## src/rtl/eor_pkg.sv

```systemverilog
// ----------------------------------------------------------------------------
// eor_pkg: shared types and constants of the ellipse outline rasterizer
// Command and status bundles between controller and datapath, operand and
// decision-update codes, and the fixed limits of the block.
// ----------------------------------------------------------------------------
package eor_pkg;

  // fixed limits
  localparam int MAX_RADIUS    = 1023;
  localparam int MAX_MASK_SIDE = 1024;

  // field widths
  localparam int CoordW  = 12;
  localparam int RadiusW = 10;
  localparam int MaskW   = 11;
  localparam int PixW    = 10;

  // mask register reset value
  localparam logic [MaskW-1:0] MASK_RESET = 11'd256;

  // register indexes
  localparam logic REG_MASK_WIDTH  = 1'b0;
  localparam logic REG_MASK_HEIGHT = 1'b1;

  // request kinds
  localparam logic KIND_START = 1'b0;

  // multiplier operand selection
  typedef enum logic [2:0] {
    MUL_AA      = 3'd0,
    MUL_BB      = 3'd1,
    MUL_RX2_B   = 3'd2,
    MUL_TX_TX   = 3'd3,
    MUL_TY_TY   = 3'd4,
    MUL_RY2_T1  = 3'd5,
    MUL_RX2_T2  = 3'd6,
    MUL_RX2_RY2 = 3'd7
  } mul_sel_t;

  // decision register update
  typedef enum logic [2:0] {
    DEC_HOLD    = 3'd0,
    DEC_R1_INIT = 3'd1,
    DEC_LOAD    = 3'd2,
    DEC_ADD4    = 3'd3,
    DEC_SUB4    = 3'd4,
    DEC_TRUNC   = 3'd5,
    DEC_STEP_A  = 3'd6,
    DEC_STEP_B  = 3'd7
  } dec_op_t;

  // controller to datapath
  typedef struct packed {
    logic      load_start;
    mul_sel_t  mul_sel;
    logic      ld_rx2;
    logic      ld_ry2;
    logic      ld_py_init;
    logic      ld_t1;
    logic      ld_t2;
    dec_op_t   dec_op;
    logic      region2;
    logic      upd;
    logic      out_load;
    logic      out_pixel;
    logic [1:0] out_idx;
    logic      out_last;
    logic      out_done;
  } eor_cmd_t;

  // datapath to controller
  typedef struct packed {
    logic       out_free;
    logic       slope_lt;
    logic       y_zero;
    logic       y_neg;
    logic       take_b;
    logic [3:0] in_mask;
  } eor_sts_t;

endpackage

```

## src/rtl/eor_regs.sv

```systemverilog
// ----------------------------------------------------------------------------
// eor_regs: configuration registers
// Mask width and height, written and read over the APB-style port.
// ----------------------------------------------------------------------------
module eor_regs
  import eor_pkg::*;
(
  input  logic             clk,
  input  logic             rst,
  input  logic             psel,
  input  logic             penable,
  input  logic             pwrite,
  input  logic [2:0]       paddr,
  input  logic [31:0]      pwdata,
  output logic [31:0]      prdata,
  output logic             pready,
  output logic [MaskW-1:0] mask_width,
  output logic [MaskW-1:0] mask_height
);

  logic wr_en;

  assign pready = 1'b1;
  assign wr_en  = psel & penable & pwrite;

  // register writes
  always_ff @(posedge clk) begin
    if (rst) begin
      mask_width  <= MASK_RESET;
      mask_height <= MASK_RESET;
    end else if (wr_en) begin
      unique case (paddr[2])
        REG_MASK_WIDTH:  mask_width  <= pwdata[MaskW-1:0];
        REG_MASK_HEIGHT: mask_height <= pwdata[MaskW-1:0];
        default: ;
      endcase
    end
  end

  // read mux
  always_comb begin
    unique case (paddr[2])
      REG_MASK_WIDTH:  prdata = {{(32-MaskW){1'b0}}, mask_width};
      REG_MASK_HEIGHT: prdata = {{(32-MaskW){1'b0}}, mask_height};
      default:         prdata = 32'd0;
    endcase
  end

endmodule

```

## src/rtl/eor_ctrl.sv

```systemverilog
// ----------------------------------------------------------------------------
// eor_ctrl: rasterizer sequencer
// One-hot state machine that runs the setup multiplies, walks the pixels of
// one pass into the output register and orders the term updates.
// ----------------------------------------------------------------------------
module eor_ctrl
  import eor_pkg::*;
(
  input  logic     clk,
  input  logic     rst,
  input  logic     in_valid,
  output logic     in_ready,
  input  logic     kind,
  input  eor_sts_t sts,
  output eor_cmd_t cmd
);

  typedef enum logic [18:0] {
    S_IDLE = 19'h00001,
    S_ST1  = 19'h00002,
    S_ST2  = 19'h00004,
    S_ST3  = 19'h00008,
    S_ST4  = 19'h00010,
    S_ST5  = 19'h00020,
    S_STAT = 19'h00040,
    S_R2A  = 19'h00080,
    S_R2B  = 19'h00100,
    S_R2C  = 19'h00200,
    S_R2D  = 19'h00400,
    S_R2E  = 19'h00800,
    S_R2F  = 19'h01000,
    S_R2G  = 19'h02000,
    S_LOAD = 19'h04000,
    S_EMIT = 19'h08000,
    S_UPD  = 19'h10000,
    S_DECA = 19'h20000,
    S_DECB = 19'h40000
  } state_t;

  typedef enum logic [2:0] {
    PH_IDLE = 3'b001,
    PH_ONE  = 3'b010,
    PH_TWO  = 3'b100
  } phase_t;

  state_t     state, state_next;
  phase_t     phase, phase_next;
  logic [3:0] pend, pend_next;
  logic [3:0] pend_rest;
  logic [1:0] low_idx;
  logic       stat_done, stat_done_next;
  logic       pass_done;

  // lowest pending pixel of the pass
  always_comb begin
    if (pend[0])      low_idx = 2'd0;
    else if (pend[1]) low_idx = 2'd1;
    else if (pend[2]) low_idx = 2'd2;
    else              low_idx = 2'd3;
  end

  assign pend_rest = pend & (pend - 4'd1);
  assign pass_done = (phase == PH_TWO) && sts.y_zero;

  // state registers
  always_ff @(posedge clk) begin
    if (rst) begin
      state     <= S_IDLE;
      phase     <= PH_IDLE;
      pend      <= 4'd0;
      stat_done <= 1'b0;
    end else begin
      state     <= state_next;
      phase     <= phase_next;
      pend      <= pend_next;
      stat_done <= stat_done_next;
    end
  end

  // next state and commands
  always_comb begin
    state_next     = state;
    phase_next     = phase;
    pend_next      = pend;
    stat_done_next = stat_done;
    cmd            = '0;
    cmd.region2    = (phase == PH_TWO);
    in_ready       = (state == S_IDLE);
    unique case (state)
      S_IDLE: begin
        if (in_valid) begin
          if (kind == KIND_START) begin
            cmd.load_start = 1'b1;
            state_next     = S_ST1;
          end else begin
            unique case (phase)
              PH_ONE:  state_next = sts.slope_lt ? S_LOAD : S_R2A;
              PH_TWO:  state_next = S_LOAD;
              default: begin
                stat_done_next = 1'b1;
                state_next     = S_STAT;
              end
            endcase
          end
        end
      end
      // start setup: squares, slope term and region-one decision
      S_ST1: begin
        cmd.mul_sel = MUL_AA;
        state_next  = S_ST2;
      end
      S_ST2: begin
        cmd.ld_rx2  = 1'b1;
        cmd.mul_sel = MUL_BB;
        state_next  = S_ST3;
      end
      S_ST3: begin
        cmd.ld_ry2  = 1'b1;
        cmd.mul_sel = MUL_RX2_B;
        state_next  = S_ST4;
      end
      S_ST4: begin
        cmd.ld_py_init = 1'b1;
        cmd.dec_op     = DEC_R1_INIT;
        state_next     = S_ST5;
      end
      S_ST5: begin
        cmd.dec_op     = DEC_TRUNC;
        phase_next     = PH_ONE;
        stat_done_next = 1'b0;
        state_next     = S_STAT;
      end
      // status-only result
      S_STAT: begin
        if (sts.out_free) begin
          cmd.out_load = 1'b1;
          cmd.out_last = 1'b1;
          cmd.out_done = stat_done;
          state_next   = S_IDLE;
        end
      end
      // region-two decision setup
      S_R2A: begin
        cmd.mul_sel = MUL_TX_TX;
        state_next  = S_R2B;
      end
      S_R2B: begin
        cmd.ld_t1   = 1'b1;
        cmd.mul_sel = MUL_TY_TY;
        state_next  = S_R2C;
      end
      S_R2C: begin
        cmd.ld_t2   = 1'b1;
        cmd.mul_sel = MUL_RY2_T1;
        state_next  = S_R2D;
      end
      S_R2D: begin
        cmd.dec_op  = DEC_LOAD;
        cmd.mul_sel = MUL_RX2_T2;
        state_next  = S_R2E;
      end
      S_R2E: begin
        cmd.dec_op  = DEC_ADD4;
        cmd.mul_sel = MUL_RX2_RY2;
        state_next  = S_R2F;
      end
      S_R2F: begin
        cmd.dec_op = DEC_SUB4;
        state_next = S_R2G;
      end
      S_R2G: begin
        cmd.dec_op = DEC_TRUNC;
        phase_next = PH_TWO;
        state_next = S_LOAD;
      end
      // one pass: capture which pixels fall in the mask, then send them
      S_LOAD: begin
        pend_next  = sts.in_mask;
        state_next = S_EMIT;
      end
      S_EMIT: begin
        if (sts.out_free) begin
          cmd.out_load = 1'b1;
          cmd.out_done = pass_done;
          if (pend == 4'd0) begin
            cmd.out_last = 1'b1;
            state_next   = S_UPD;
          end else begin
            cmd.out_pixel = 1'b1;
            cmd.out_idx   = low_idx;
            cmd.out_last  = (pend_rest == 4'd0);
            pend_next     = pend_rest;
            if (pend_rest == 4'd0) state_next = S_UPD;
          end
        end
      end
      // term updates after the pass
      S_UPD: begin
        cmd.upd    = 1'b1;
        state_next = S_DECA;
      end
      S_DECA: begin
        cmd.dec_op = DEC_STEP_A;
        if (sts.take_b) begin
          state_next = S_DECB;
        end else begin
          if ((phase == PH_TWO) && sts.y_neg) phase_next = PH_IDLE;
          state_next = S_IDLE;
        end
      end
      S_DECB: begin
        cmd.dec_op = DEC_STEP_B;
        if ((phase == PH_TWO) && sts.y_neg) phase_next = PH_IDLE;
        state_next = S_IDLE;
      end
      default: state_next = S_IDLE;
    endcase
  end

  // checks
  a_load_when_free: assert property (@(posedge clk) disable iff (rst)
    cmd.out_load |-> sts.out_free)
    else $error("output register loaded while occupied");

  a_two_has_row: assert property (@(posedge clk) disable iff (rst)
    (state == S_IDLE && phase == PH_TWO) |-> !sts.y_neg)
    else $error("region two left open below row zero");

  a_pend_shrinks: assert property (@(posedge clk) disable iff (rst)
    (state == S_EMIT) |=> ((pend & ~$past(pend)) == 4'd0))
    else $error("pending pixel set grew during emission");

  a_start_setup: assert property (@(posedge clk) disable iff (rst)
    (in_valid && in_ready && kind == KIND_START) |=> (state == S_ST1))
    else $error("start request did not begin setup");

  a_decb_order: assert property (@(posedge clk) disable iff (rst)
    (state == S_DECB) |-> ($past(state) == S_DECA))
    else $error("second decision update out of order");

endmodule

```

## src/rtl/eor_dp.sv

```systemverilog
// ----------------------------------------------------------------------------
// eor_dp: rasterizer datapath
// Center, offsets, squared radii, slope terms and decision value, one shared
// registered multiplier, mask test of the four pixels and the result register.
// ----------------------------------------------------------------------------
module eor_dp
  import eor_pkg::*;
(
  input  logic                      clk,
  input  logic                      rst,
  input  eor_cmd_t                  cmd,
  output eor_sts_t                  sts,
  input  logic signed [CoordW-1:0]  center_x,
  input  logic signed [CoordW-1:0]  center_y,
  input  logic [RadiusW-1:0]        radius_x,
  input  logic [RadiusW-1:0]        radius_y,
  input  logic [MaskW-1:0]          mask_width,
  input  logic [MaskW-1:0]          mask_height,
  output logic                      out_valid,
  input  logic                      out_ready,
  output logic [PixW-1:0]           pixel_row,
  output logic [PixW-1:0]           pixel_col,
  output logic                      pixel_valid,
  output logic                      last_of_step,
  output logic                      drawing_done
);

  localparam logic [RadiusW-1:0] RadiusLimit =
    (MAX_RADIUS > 1023) ? 10'd1023 : 10'(MAX_RADIUS);
  localparam logic [MaskW-1:0] SideLimit =
    (MAX_MASK_SIDE > 1024) ? 11'd1024 : 11'(MAX_MASK_SIDE);

  logic signed [11:0] cx, cy;
  logic [9:0]         ra, rb;
  logic [10:0]        x;
  logic signed [11:0] y;
  logic [19:0]        rx2, ry2;
  logic signed [31:0] px, py;
  logic signed [47:0] d, d_next;
  logic [21:0]        t1;
  logic [19:0]        t2;
  logic [47:0]        prod;
  logic               take_b;

  logic [23:0]        op_a, op_b;
  logic [11:0]        tx;
  logic [9:0]         ty_abs;
  logic signed [31:0] px_step, py_step;
  logic signed [47:0] d_trunc, d_q, prod4, ry2_ext, rx2_ext, px_ext, py_ext;
  logic [9:0]         ra_sat, rb_sat;

  logic [MaskW-1:0]   side_w, side_h;
  logic signed [13:0] row_p, row_m, col_p, col_m;
  logic signed [13:0] row_k [4];
  logic signed [13:0] col_k [4];
  logic [3:0]         in_mask;

  // radius saturation on start
  assign ra_sat = (radius_x > RadiusLimit) ? RadiusLimit : radius_x;
  assign rb_sat = (radius_y > RadiusLimit) ? RadiusLimit : radius_y;

  // region-two operands
  assign tx     = {x, 1'b1};
  assign ty_abs = (y == 12'sd0) ? 10'd1 : 10'(y - 12'sd1);

  // shared multiplier operand mux
  always_comb begin
    unique case (cmd.mul_sel)
      MUL_AA:      begin op_a = {14'd0, ra};  op_b = {14'd0, ra};     end
      MUL_BB:      begin op_a = {14'd0, rb};  op_b = {14'd0, rb};     end
      MUL_RX2_B:   begin op_a = {4'd0, rx2};  op_b = {14'd0, rb};     end
      MUL_TX_TX:   begin op_a = {12'd0, tx};  op_b = {12'd0, tx};     end
      MUL_TY_TY:   begin op_a = {14'd0, ty_abs}; op_b = {14'd0, ty_abs}; end
      MUL_RY2_T1:  begin op_a = {4'd0, ry2};  op_b = {2'd0, t1};      end
      MUL_RX2_T2:  begin op_a = {4'd0, rx2};  op_b = {4'd0, t2};      end
      MUL_RX2_RY2: begin op_a = {4'd0, rx2};  op_b = {4'd0, ry2};     end
      default:     begin op_a = 24'd0;        op_b = 24'd0;           end
    endcase
  end

  // registered product
  always_ff @(posedge clk) begin
    prod <= op_a * op_b;
  end

  // slope term steps
  assign px_step = px + $signed({11'd0, ry2, 1'b0});
  assign py_step = py - $signed({11'd0, rx2, 1'b0});

  // decision update terms
  assign prod4   = $signed({prod[45:0], 2'b00});
  assign ry2_ext = $signed({28'd0, ry2});
  assign rx2_ext = $signed({28'd0, rx2});
  assign px_ext  = {{16{px[31]}}, px};
  assign py_ext  = {{16{py[31]}}, py};
  assign d_q     = d >>> 2;
  assign d_trunc = (d[47] && (d[1:0] != 2'b00)) ? (d_q + 48'sd1) : d_q;

  always_comb begin
    case (cmd.dec_op)
      DEC_R1_INIT: d_next = $signed({26'd0, ry2, 2'b00}) + rx2_ext - prod4;
      DEC_LOAD:    d_next = $signed(prod);
      DEC_ADD4:    d_next = d + prod4;
      DEC_SUB4:    d_next = d - prod4;
      DEC_TRUNC:   d_next = d_trunc;
      DEC_STEP_A:  d_next = cmd.region2 ? (d + rx2_ext - py_ext) : (d + ry2_ext + px_ext);
      DEC_STEP_B:  d_next = cmd.region2 ? (d + px_ext) : (d - py_ext);
      default:     d_next = d;
    endcase
  end

  // ellipse state
  always_ff @(posedge clk) begin
    if (rst) begin
      cx     <= '0;
      cy     <= '0;
      ra     <= '0;
      rb     <= '0;
      x      <= '0;
      y      <= '0;
      rx2    <= '0;
      ry2    <= '0;
      px     <= '0;
      py     <= '0;
      d      <= '0;
      take_b <= 1'b0;
    end else begin
      d <= d_next;
      if (cmd.load_start) begin
        cx <= center_x;
        cy <= center_y;
        ra <= ra_sat;
        rb <= rb_sat;
        x  <= '0;
        y  <= $signed({2'd0, rb_sat});
        px <= '0;
      end
      if (cmd.ld_rx2)     rx2 <= prod[19:0];
      if (cmd.ld_ry2)     ry2 <= prod[19:0];
      if (cmd.ld_py_init) py  <= $signed({prod[30:0], 1'b0});
      if (cmd.upd) begin
        if (cmd.region2) begin
          // row always steps, column when the midpoint is inside
          y      <= y - 12'sd1;
          py     <= py_step;
          take_b <= (d <= 48'sd0);
          if (d <= 48'sd0) begin
            x  <= x + 11'd1;
            px <= px_step;
          end
        end else begin
          // column always steps, row when the midpoint is outside
          x      <= x + 11'd1;
          px     <= px_step;
          take_b <= !d[47];
          if (!d[47]) begin
            y  <= y - 12'sd1;
            py <= py_step;
          end
        end
      end
    end
  end

  // region-two product scratch
  always_ff @(posedge clk) begin
    if (cmd.ld_t1) t1 <= prod[21:0];
    if (cmd.ld_t2) t2 <= prod[19:0];
  end

  // symmetric pixels and mask test
  assign side_w = (mask_width  > SideLimit) ? SideLimit : mask_width;
  assign side_h = (mask_height > SideLimit) ? SideLimit : mask_height;
  assign row_p  = {{2{cy[11]}}, cy} + {{2{y[11]}}, y};
  assign row_m  = {{2{cy[11]}}, cy} - {{2{y[11]}}, y};
  assign col_p  = {{2{cx[11]}}, cx} + $signed({3'd0, x});
  assign col_m  = {{2{cx[11]}}, cx} - $signed({3'd0, x});

  always_comb begin
    row_k[0] = row_p; col_k[0] = col_p;
    row_k[1] = row_p; col_k[1] = col_m;
    row_k[2] = row_m; col_k[2] = col_p;
    row_k[3] = row_m; col_k[3] = col_m;
    for (int k = 0; k < 4; k++) begin
      in_mask[k] = !row_k[k][13] && (row_k[k] < $signed({3'd0, side_h}))
                && !col_k[k][13] && (col_k[k] < $signed({3'd0, side_w}));
    end
  end

  // result register
  always_ff @(posedge clk) begin
    if (rst) begin
      out_valid <= 1'b0;
    end else if (cmd.out_load) begin
      out_valid <= 1'b1;
    end else if (out_ready) begin
      out_valid <= 1'b0;
    end
  end

  always_ff @(posedge clk) begin
    if (cmd.out_load) begin
      pixel_row    <= cmd.out_pixel ? row_k[cmd.out_idx][PixW-1:0] : '0;
      pixel_col    <= cmd.out_pixel ? col_k[cmd.out_idx][PixW-1:0] : '0;
      pixel_valid  <= cmd.out_pixel;
      last_of_step <= cmd.out_last;
      drawing_done <= cmd.out_done;
    end
  end

  // status to the sequencer
  assign sts.out_free = !out_valid || out_ready;
  assign sts.slope_lt = (px < py);
  assign sts.y_zero   = (y == 12'sd0);
  assign sts.y_neg    = y[11];
  assign sts.take_b   = take_b;
  assign sts.in_mask  = in_mask;

endmodule

```

## src/rtl/ellipse_outline_rasterizer.sv

```systemverilog
// ----------------------------------------------------------------------------
// ellipse_outline_rasterizer: midpoint ellipse outline generator
// Start requests set up an ellipse; each step request runs one pass of the
// midpoint loop and sends the symmetric pixels that fall inside the mask.
// ----------------------------------------------------------------------------
//
//   channel  | handshake            | payload
//   ---------+----------------------+------------------------------------------
//   cfg      | psel/penable/pready  | paddr, pwrite, pwdata, prdata
//   in       | in_valid/in_ready    | kind, center_x, center_y, radius_x/_y
//   out      | out_valid/out_ready  | pixel_row, pixel_col, pixel_valid,
//            |                      | last_of_step, drawing_done
//
// start request: setup multiplies on the shared multiplier, then a status result
// step request: capture, one result per pixel through the output register (or
//   a status-only result when none is in the mask), slope update and one or two
//   decision updates; switching to region two adds multiplies on the same
//   multiplier; a step with no ellipse in progress sends only a status result
// reset is synchronous; the sequencer returns to idle and the ellipse state clears to an empty ellipse
// a stalled output holds the sequencer; in_ready is high only between requests
//
module ellipse_outline_rasterizer
  import eor_pkg::*;
(
  input  logic                      clk,
  input  logic                      rst,
  // configuration port
  input  logic                      psel,
  input  logic                      penable,
  input  logic                      pwrite,
  input  logic [2:0]                paddr,
  input  logic [31:0]               pwdata,
  output logic [31:0]               prdata,
  output logic                      pready,
  // request channel
  input  logic                      in_valid,
  output logic                      in_ready,
  input  logic                      kind,
  input  logic signed [CoordW-1:0]  center_x,
  input  logic signed [CoordW-1:0]  center_y,
  input  logic [RadiusW-1:0]        radius_x,
  input  logic [RadiusW-1:0]        radius_y,
  // result channel
  output logic                      out_valid,
  input  logic                      out_ready,
  output logic [PixW-1:0]           pixel_row,
  output logic [PixW-1:0]           pixel_col,
  output logic                      pixel_valid,
  output logic                      last_of_step,
  output logic                      drawing_done
);

  logic [MaskW-1:0] mask_width;
  logic [MaskW-1:0] mask_height;
  eor_cmd_t         cmd;
  eor_sts_t         sts;

  // configuration registers
  eor_regs u_regs (
    .clk         (clk),
    .rst         (rst),
    .psel        (psel),
    .penable     (penable),
    .pwrite      (pwrite),
    .paddr       (paddr),
    .pwdata      (pwdata),
    .prdata      (prdata),
    .pready      (pready),
    .mask_width  (mask_width),
    .mask_height (mask_height)
  );

  // sequencer
  eor_ctrl u_ctrl (
    .clk      (clk),
    .rst      (rst),
    .in_valid (in_valid),
    .in_ready (in_ready),
    .kind     (kind),
    .sts      (sts),
    .cmd      (cmd)
  );

  // datapath
  eor_dp u_dp (
    .clk          (clk),
    .rst          (rst),
    .cmd          (cmd),
    .sts          (sts),
    .center_x     (center_x),
    .center_y     (center_y),
    .radius_x     (radius_x),
    .radius_y     (radius_y),
    .mask_width   (mask_width),
    .mask_height  (mask_height),
    .out_valid    (out_valid),
    .out_ready    (out_ready),
    .pixel_row    (pixel_row),
    .pixel_col    (pixel_col),
    .pixel_valid  (pixel_valid),
    .last_of_step (last_of_step),
    .drawing_done (drawing_done)
  );

endmodule
```

## config.mk

```make
export PLATFORM = sky130hd
export DESIGN_NAME = ellipse_outline_rasterizer
export DESIGN_NICKNAME = d
export VERILOG_FILES = /design/src/rtl/eor_pkg.sv /design/src/rtl/eor_regs.sv /design/src/rtl/eor_ctrl.sv /design/src/rtl/eor_dp.sv /design/src/rtl/ellipse_outline_rasterizer.sv
export SDC_FILE = /design/constraint.sdc
export NUM_CORES = 2
export LEC_CHECK = 0
export ABC_AREA = 1
export BUFFER_PORTS_ARGS = -buffer_cell sky130_fd_sc_hd__buf_2
export CORE_AREA = 3 3 451 453
export CTS_CLUSTER_SIZE = 8
export DETAILED_ROUTE_END_ITERATION = 8
export DIE_AREA = 0 0 454 456
export GPL_TIMING_DRIVEN = 0
export PLACE_DENSITY = 0.46
export SETUP_SLACK_MARGIN = 0.15
export SYNTH_ARGS = -nofsm -noshare
export SYNTH_HDL_FRONTEND = slang
export SYNTH_SLANG_ARGS = --single-unit
export TNS_END_PERCENT = 50
```

## constraint.sdc

```tcl
create_clock -name clk -period 7.7 [get_ports clk]
set_input_delay 0.385 -clock clk [delete_from_list [all_inputs] [get_ports clk]]
set_output_delay 0.385 -clock clk [all_outputs]
set_load 0.01 [all_outputs]
```

### After elaboration in Yosys (flattened, before gate mapping)

Cells that the tools add are included.

* register bits after elaboration: 383
* input bits: 87
* output and inout port bits: 58
* logic and storage cells: 229

* $add $sub $neg: 20
* multipliers: 1
* order comparisons: 11
* eq/ne operators: 44
* mux-type cells: 79
* bitwise logic cells: 5
* reduce and logical (&&, ||, !) cells: 41

Operators with widths (number)
* one-hot mux 19 bit (18 select lines): 1
* one-hot mux 48 bit (7 select lines): 1
* 2-to-1 mux 32 bit: 8
* one-hot mux 24 bit (7 select lines): 1
* 2-to-1 mux 48 bit: 3
* one-hot mux 24 bit (6 select lines): 1
* 2-to-1 mux 19 bit: 7
* adder 48 x 21 -> 48 bit: 2
* adder 48 x 32 -> 48 bit: 2
* subtractor 48 x 32 -> 48 bit: 2
* subtractor 48 bit: 2
* 2-to-1 mux 10 bit: 7
* 2-to-1 mux 11 bit: 6
* one-hot mux 32 bit (2 select lines): 1
* binary-select mux 14 bit (select 2 bit): 2
* less-than comparator 14 x 12 -> 1 bit: 4
* adder 48 bit: 1
* <= comparator 48 x 1 -> 1 bit, second input constant: 1
* multiplier 24 x 24 -> 48 bit: 1
* 2-to-1 mux 12 bit: 4
* adder 46 x 2 -> 47 bit, second input constant: 1
* one-hot mux 3 bit (7 select lines): 2
* one-hot mux 19 bit (2 select lines): 1
* adder 32 x 22 -> 32 bit: 1
* other kinds (64): 139

### Longest topological paths before layout

* word-level depth: 10
* gate-level depth with buffers: 42
* mapped depth without buffers: 41

### By module

From an unflattened synthesis, not the netlist that was laid out.

* cells, all modules: 9589
* area, all modules: 61453.9 sq um

By module, submodules not included
* eor_dp: instances 1, cells an instance 9127, area each 58512.4 sq um, seq. area each 7277.0 sq um
* eor_ctrl: instances 1, cells an instance 269, area each 1732.9 sq um, seq. area each 540.5 sq um
* eor_regs: instances 1, cells an instance 193, area each 1208.7 sq um, seq. area each 440.4 sq um

### Worst setup path after synthesis

OpenSTA, ideal clock, no wires.

* path type: reg2reg
* start point: reg u_ctrl.state[14]
* end point: reg u_dp.prod[38]
* library setup time: 121 ps
* arrival time: 7786 ps
* required time: 7579 ps
* slack: -207 ps
* stages on the path, launching flop included: 36
* path buffers: 1
* clock period less this slack: 7907 ps
* path through: dfxtp_1 -> nor2_1 -> nand2_2 -> nor2_4 -> nand3_1 -> inv_1 -> o21ai_1 -> o2111ai_2 -> nand2_2 -> inv_2 -> buf_4 -> nand2_1 -> fa_1 -> inv_1 -> fa_1 -> inv_1 -> fa_1 -> inv_1 -> fa_1 -> fa_1 -> fa_1 -> inv_1 -> fa_1 -> inv_1 -> ha_1 -> a21oi_1 -> o21ai_0 -> a21oi_1 -> nand2_1 -> a21oi_1 -> o21ai_0 -> nand2_1 -> nand2_1 -> nand2_1 -> nand2_1 -> xor2_1

* word-level cells in the longest chain between the ends: 6
* elaborated cells on any way between the ends: 21
* classes of those cells: 1 x mul; 14 x eq/ne; 3 x mux; 3 x reduce/logical

RTL lines
* start, declared: RTL line eor_ctrl.sv:46 `state_t state, state_next;`
* start signal, assigned: RTL line eor_ctrl.sv:73 `state <= state_next;`
* == test 19 x 12 -> 1 bit, or another cell as far along: RTL line eor_ctrl.sv:89 `unique case (state)`
* one-hot mux 3 bit (7 select lines) *: RTL line eor_ctrl.sv:89
* == test 3 x 2 -> 1 bit, or another cell as far along: RTL line eor_dp.sv:68 `unique case (cmd.mul_sel)`
* OR reduction 3 bit (no line) / OR reduction 2 bit (equally long branches)
* one-hot mux 24 bit (6 select lines) / one-hot mux 24 bit (7 select lines) (equally long branches): RTL line eor_dp.sv:68
* multiplier 24 x 24 -> 48 bit *: RTL line eor_dp.sv:83 `prod <= op_a * op_b;`
* end signal, assigned: RTL line eor_dp.sv:83
* end, declared: RTL line eor_dp.sv:42 `logic [47:0] prod;`

Mark *: on every way between the ends. The rest lies on a longest branch, timed or not. The select of a mux whose other input is x is not followed.
A chain may end at the register's enable or synchronous reset.

### Worst setup path in the final report

* start point: reg u_ctrl.state[16]
* end point: reg u_dp.prod[38]

The elaborated chain is that of the path after synthesis.

==> reports/summary.md <==
Startpoint of the worst register-to-register path: u_ctrl.state[16]. In this run the core area contains 164 standard-cell rows. For the maximum number of pins on one net before global-route repair, the log shows 30. The logs give 69351 for the via count of the routed design and 6738 for the number of design-rule violations left by the first detailed-router iteration.

Summed over all nets, the switching power comes to 3.48 mW. The cell that appears most often on the critical path is fa_1. The maximum root-to-sink buffer count is 3, and the number of buffer and inverter instances along the worst setup path is 11. On the worst path, the slowest cell contributes a delay of 0.54 ns.

The worst register-to-register path ends at u_dp.prod[38]. The first global-routing pass estimated 481000 microns of wire. The arrival time of the worst setup path was 8.31 ns; the starting utilization of the core area was 0.310. STA classifies the critical path endpoint as a flip-flop.

The die covers 207000 sq um. The placed instances occupy a cell area of 65800 sq um. The layout cell share with drive strength beyond 1 was 0.100; the required time reported for the critical path endpoint was 8.28 ns. The final global-route overflow total came out at 0. The run gives 4.56 mW as the internal cell power. At the placement stage, the worst setup path has a slack of -2.14 ns. Shortest clock period the worst path allows after layout: 7.74 ns. The fraction of power consumed by the clock network came out at 0.308. Setup repair after global routing could not meet its margin everywhere. The run finished, with violations left. The clock transition at the registers of the reported paths is 0.06 ns. For the number of antenna violations at the first check in global routing, the log shows 20.

The biggest area contributor in the post-synthesis netlist is nand2_1. After synthesis the netlist holds a flip-flop and latch count of 380. The run gives 0.71 ns as the clock latency at the later pin of the worst-skew pair. Wires add up to 345000 microns.

The tools report the proportion of synthesized chip area in sequential cells as 0.133. The run gives 22044 as the number of fill cells. The worst hold path was traced through 3 stages.

The overall routing resource usage is 0.322, and the path depth of the worst reg2reg path is 37. The worst setup path is of the reg2reg kind. In this run the clock root is driven by a clkbuf_16. For the number of failing hold endpoints at the final stage, the log shows 0.

The run gives 1.05 as the final estimated routing congestion in global placement. The mean instance size in the synthesized netlist is 6.33 sq um, and the largest clock skew in the final design is 0.0661 ns. The average wire per cell in the routed design works out to 26.6 microns. Switching power share of the total: 0.432.

The core region is 200000 sq um. The die height came out at 456 microns. Among cell families on the critical path, the largest total delay comes from adder cells.

Total count of max-transition violations in the final report: 11. The kind of path behind the tightest hold check was in2reg. The number of CTS-inserted buffers came out at 56.

Relative to the synthesized area, the layout overhead comes to 17.9%. The run gives 0.129 GHz as the achievable clock frequency. At the pin with the least slew margin, the transition time is 1.52 ns. The number of max-cap violations came out at 1. For the number of global-route vias before repair, the log shows 66620.

By area the synthesized netlist is led by nand2_1 14%, fa_1 13%, ha_1 13%. Detailed placement ended at an HPWL of 288000 microns. The critical-path maximum fanout was 7.

For this run, the number of Yosys warnings is 0. Setup violations remaining at the end of the flow were counted as 5. In this run, synthesis inferred 65 flip-flops with an integrated enable. After synthesis the cells add up to 61900 sq um. The sequential group share of total power was 0.272; the largest voltage drop on the vdd net was 0.000179 V. Pin placement for this block handled 145 I/O pins. The number of different library cells used by synthesis comes to 71.

The origin of the worst min-delay path is radius_x[7]. The checks that failed: capacitance limit, slew limit, setup timing. Area share of the largest cell type after synthesis: 0.145.

The slowest stage of the critical path belongs to the cell fa_2. The fraction of synthesis flops using an asynchronous set or reset pin is 0. Adding up every negative setup slack in the final design gives -0.114 ns. Dividing total power by cell area gives a power density of 110 nW/um^2.

The worst hold path terminates at u_dp.ra[7]. The top cell types in the final layout, fill and taps aside, are 2316 x nand2_1, 1731 x inv_1, 1043 x nor2_1. TritonCTS built the clock tree.

In this run the remaining antenna-violating nets after routing total 0. Final cycle utilization of the critical path: 1.00. The finished cells cover 73000 sq um. The standby leakage power was 37.9 nW. The setup slack after layout was -0.0376 ns. The count of buffers inserted at the top-level ports works out to 99. The worst-case headroom to the max-slew limit was -0.0175. Type of element launching the critical path: a flip-flop. The commonest non-fill, non-tap cell in the layout is nand2_1. The first-pass iteration count of the detailed router is 6. The per-cell via count in the routed design works out to 5.35. The H-tree depth came out at 2. For this run, the post-layout net count is 11396. The portion of total power attributed to combinational logic was 0.421. The die is 454 microns wide.

The share of the core filled with cells was 0.366. Synthesis handed over a netlist of 9779 instances. The most used flip-flop cell after synthesis is dfxtp_1. The logs give -0.04 ns for the setup slack of the most critical reg-to-reg path and 0 for the number of DRC violations after detailed routing. The tools report the number of clock sinks seen by CTS as 380.
## logic make-up (layout without fill, tap and decap cells)
kind of cell	count (synthesis)	after routing	synth area share
buffers and inverters	2066	2574	0.129
AO/OA/AOI/OAI	1553	1553	0.141
flip-flops	380	380	0.133
adder cells (fa/ha/maj)	1031	1031	0.258
XOR/XNOR	257	257	0.0364
multiplexers	2	2	0.000323
other	2	29	0.000121
AND/OR/NAND/NOR	4488	4489	0.302
## how the worst max path moves through the flow
stage,depth (start not counted),startpoint,endpoint
4_1_cts,41,u_ctrl.state[16],u_dp.prod[38]
3_5_place_dp,36,u_ctrl.state[17],u_dp.prod[38]
3_3_place_gp,36,u_ctrl.state[18],u_dp.prod[38]
6_report,37,u_ctrl.state[16],u_dp.prod[38]
5_1_grt,41,u_ctrl.state[6],u_dp.prod[38]
2_1_floorplan,38,u_ctrl.state[14],u_dp.prod[38]
## stage by stage
| stage | power [mW] | cells | hold slack [ns] |
|---|---|---|---|
| final | 8.04 | 12971 | 0.0190 |
| after global routing | 8.39 | 12966 | 0.0517 |
| after CTS | 7.97 | 12918 | 0.00205 |
| after detailed placement | 5.27 | 12555 | 0.463 |
| after global placement | 5.27 | 12554 | 0.455 |
| after floorplan | 4.12 | 9799 | 0.442 |
## tightest hold or removal path, stage by stage
cell     delay, ns
buf_2         0.07
o21ai_0       0.08
a21oi_1       0.11
## power groups by stage
| stage | sequential (mW) | clock (mW) | combinational (mW) |
|---|---|---|---|
| finish | 2.18 | 2.48 | 3.38 |
| global route | 2.18 | 2.57 | 3.63 |
| CTS | 2.18 | 2.51 | 3.28 |
| detailed placement | 2.22 | 0 | 3.05 |
| global placement | 2.22 | 0 | 3.05 |
| floorplan | 2.16 | 0 | 1.96 |
## registers in the layout (all words and copies together), names as in the netlist, 20 cells and up
signal     count
u_dp.py       32
u_dp.px       32
u_dp.prod     45
u_dp.t1       22
u_dp.d        48
u_dp.ry2      20
u_dp.rx2      20
u_dp.t2       20
## area by class of cell
type,count,area (sq um),share of cell area
Inverter,1845,7080,0.0970
Clock buffer,82,1550,0.0212
Timing Repair inverter,2,13.8,0.000188
Buffer,221,1520,0.0209
Timing Repair Buffer,418,3570,0.0489
Clock inverter,6,108,0.00147
Tap cell,2656,3320,0.0455
Multi-Input combinational cell,7354,47600,0.651
Sequential cell,380,8280,0.113
Antenna cell,7,17.5,0.000240
## synth_stat cells (54+ instances only)
cell type and count:
nand2_1 2388, inv_1 1788, nor2_1 1071, a21oi_1 677, ha_1 620, nand3_1 592
o21ai_0 521, fa_1 411, dfxtp_1 315, xor2_1 203, nand4_1 164, nor3_1 115
clkbuf_1 110, edfxtp_1 65, o21bai_1 63, buf_2 61, xnor2_1 54
## layer usage
metal	GRT usage	part of all wire	vias up
met5	0	0.00026	-
met4	0.151	0.057	14
met3	0.0442	0.071	620
met2	0.515	0.45	2870
met1	0.426	0.42	33671
li1	-	-	32176
## timing repair
action,in CTS,in global routing
gates cloned,10,0
hold buffers,40,0
endpoints found under the setup margin,35,27
pin swaps,184,85
buffers inserted,225,46
gates resized for setup,593,110
endpoints found under the hold margin,49,0
Power figures use the tool's default switching activity.
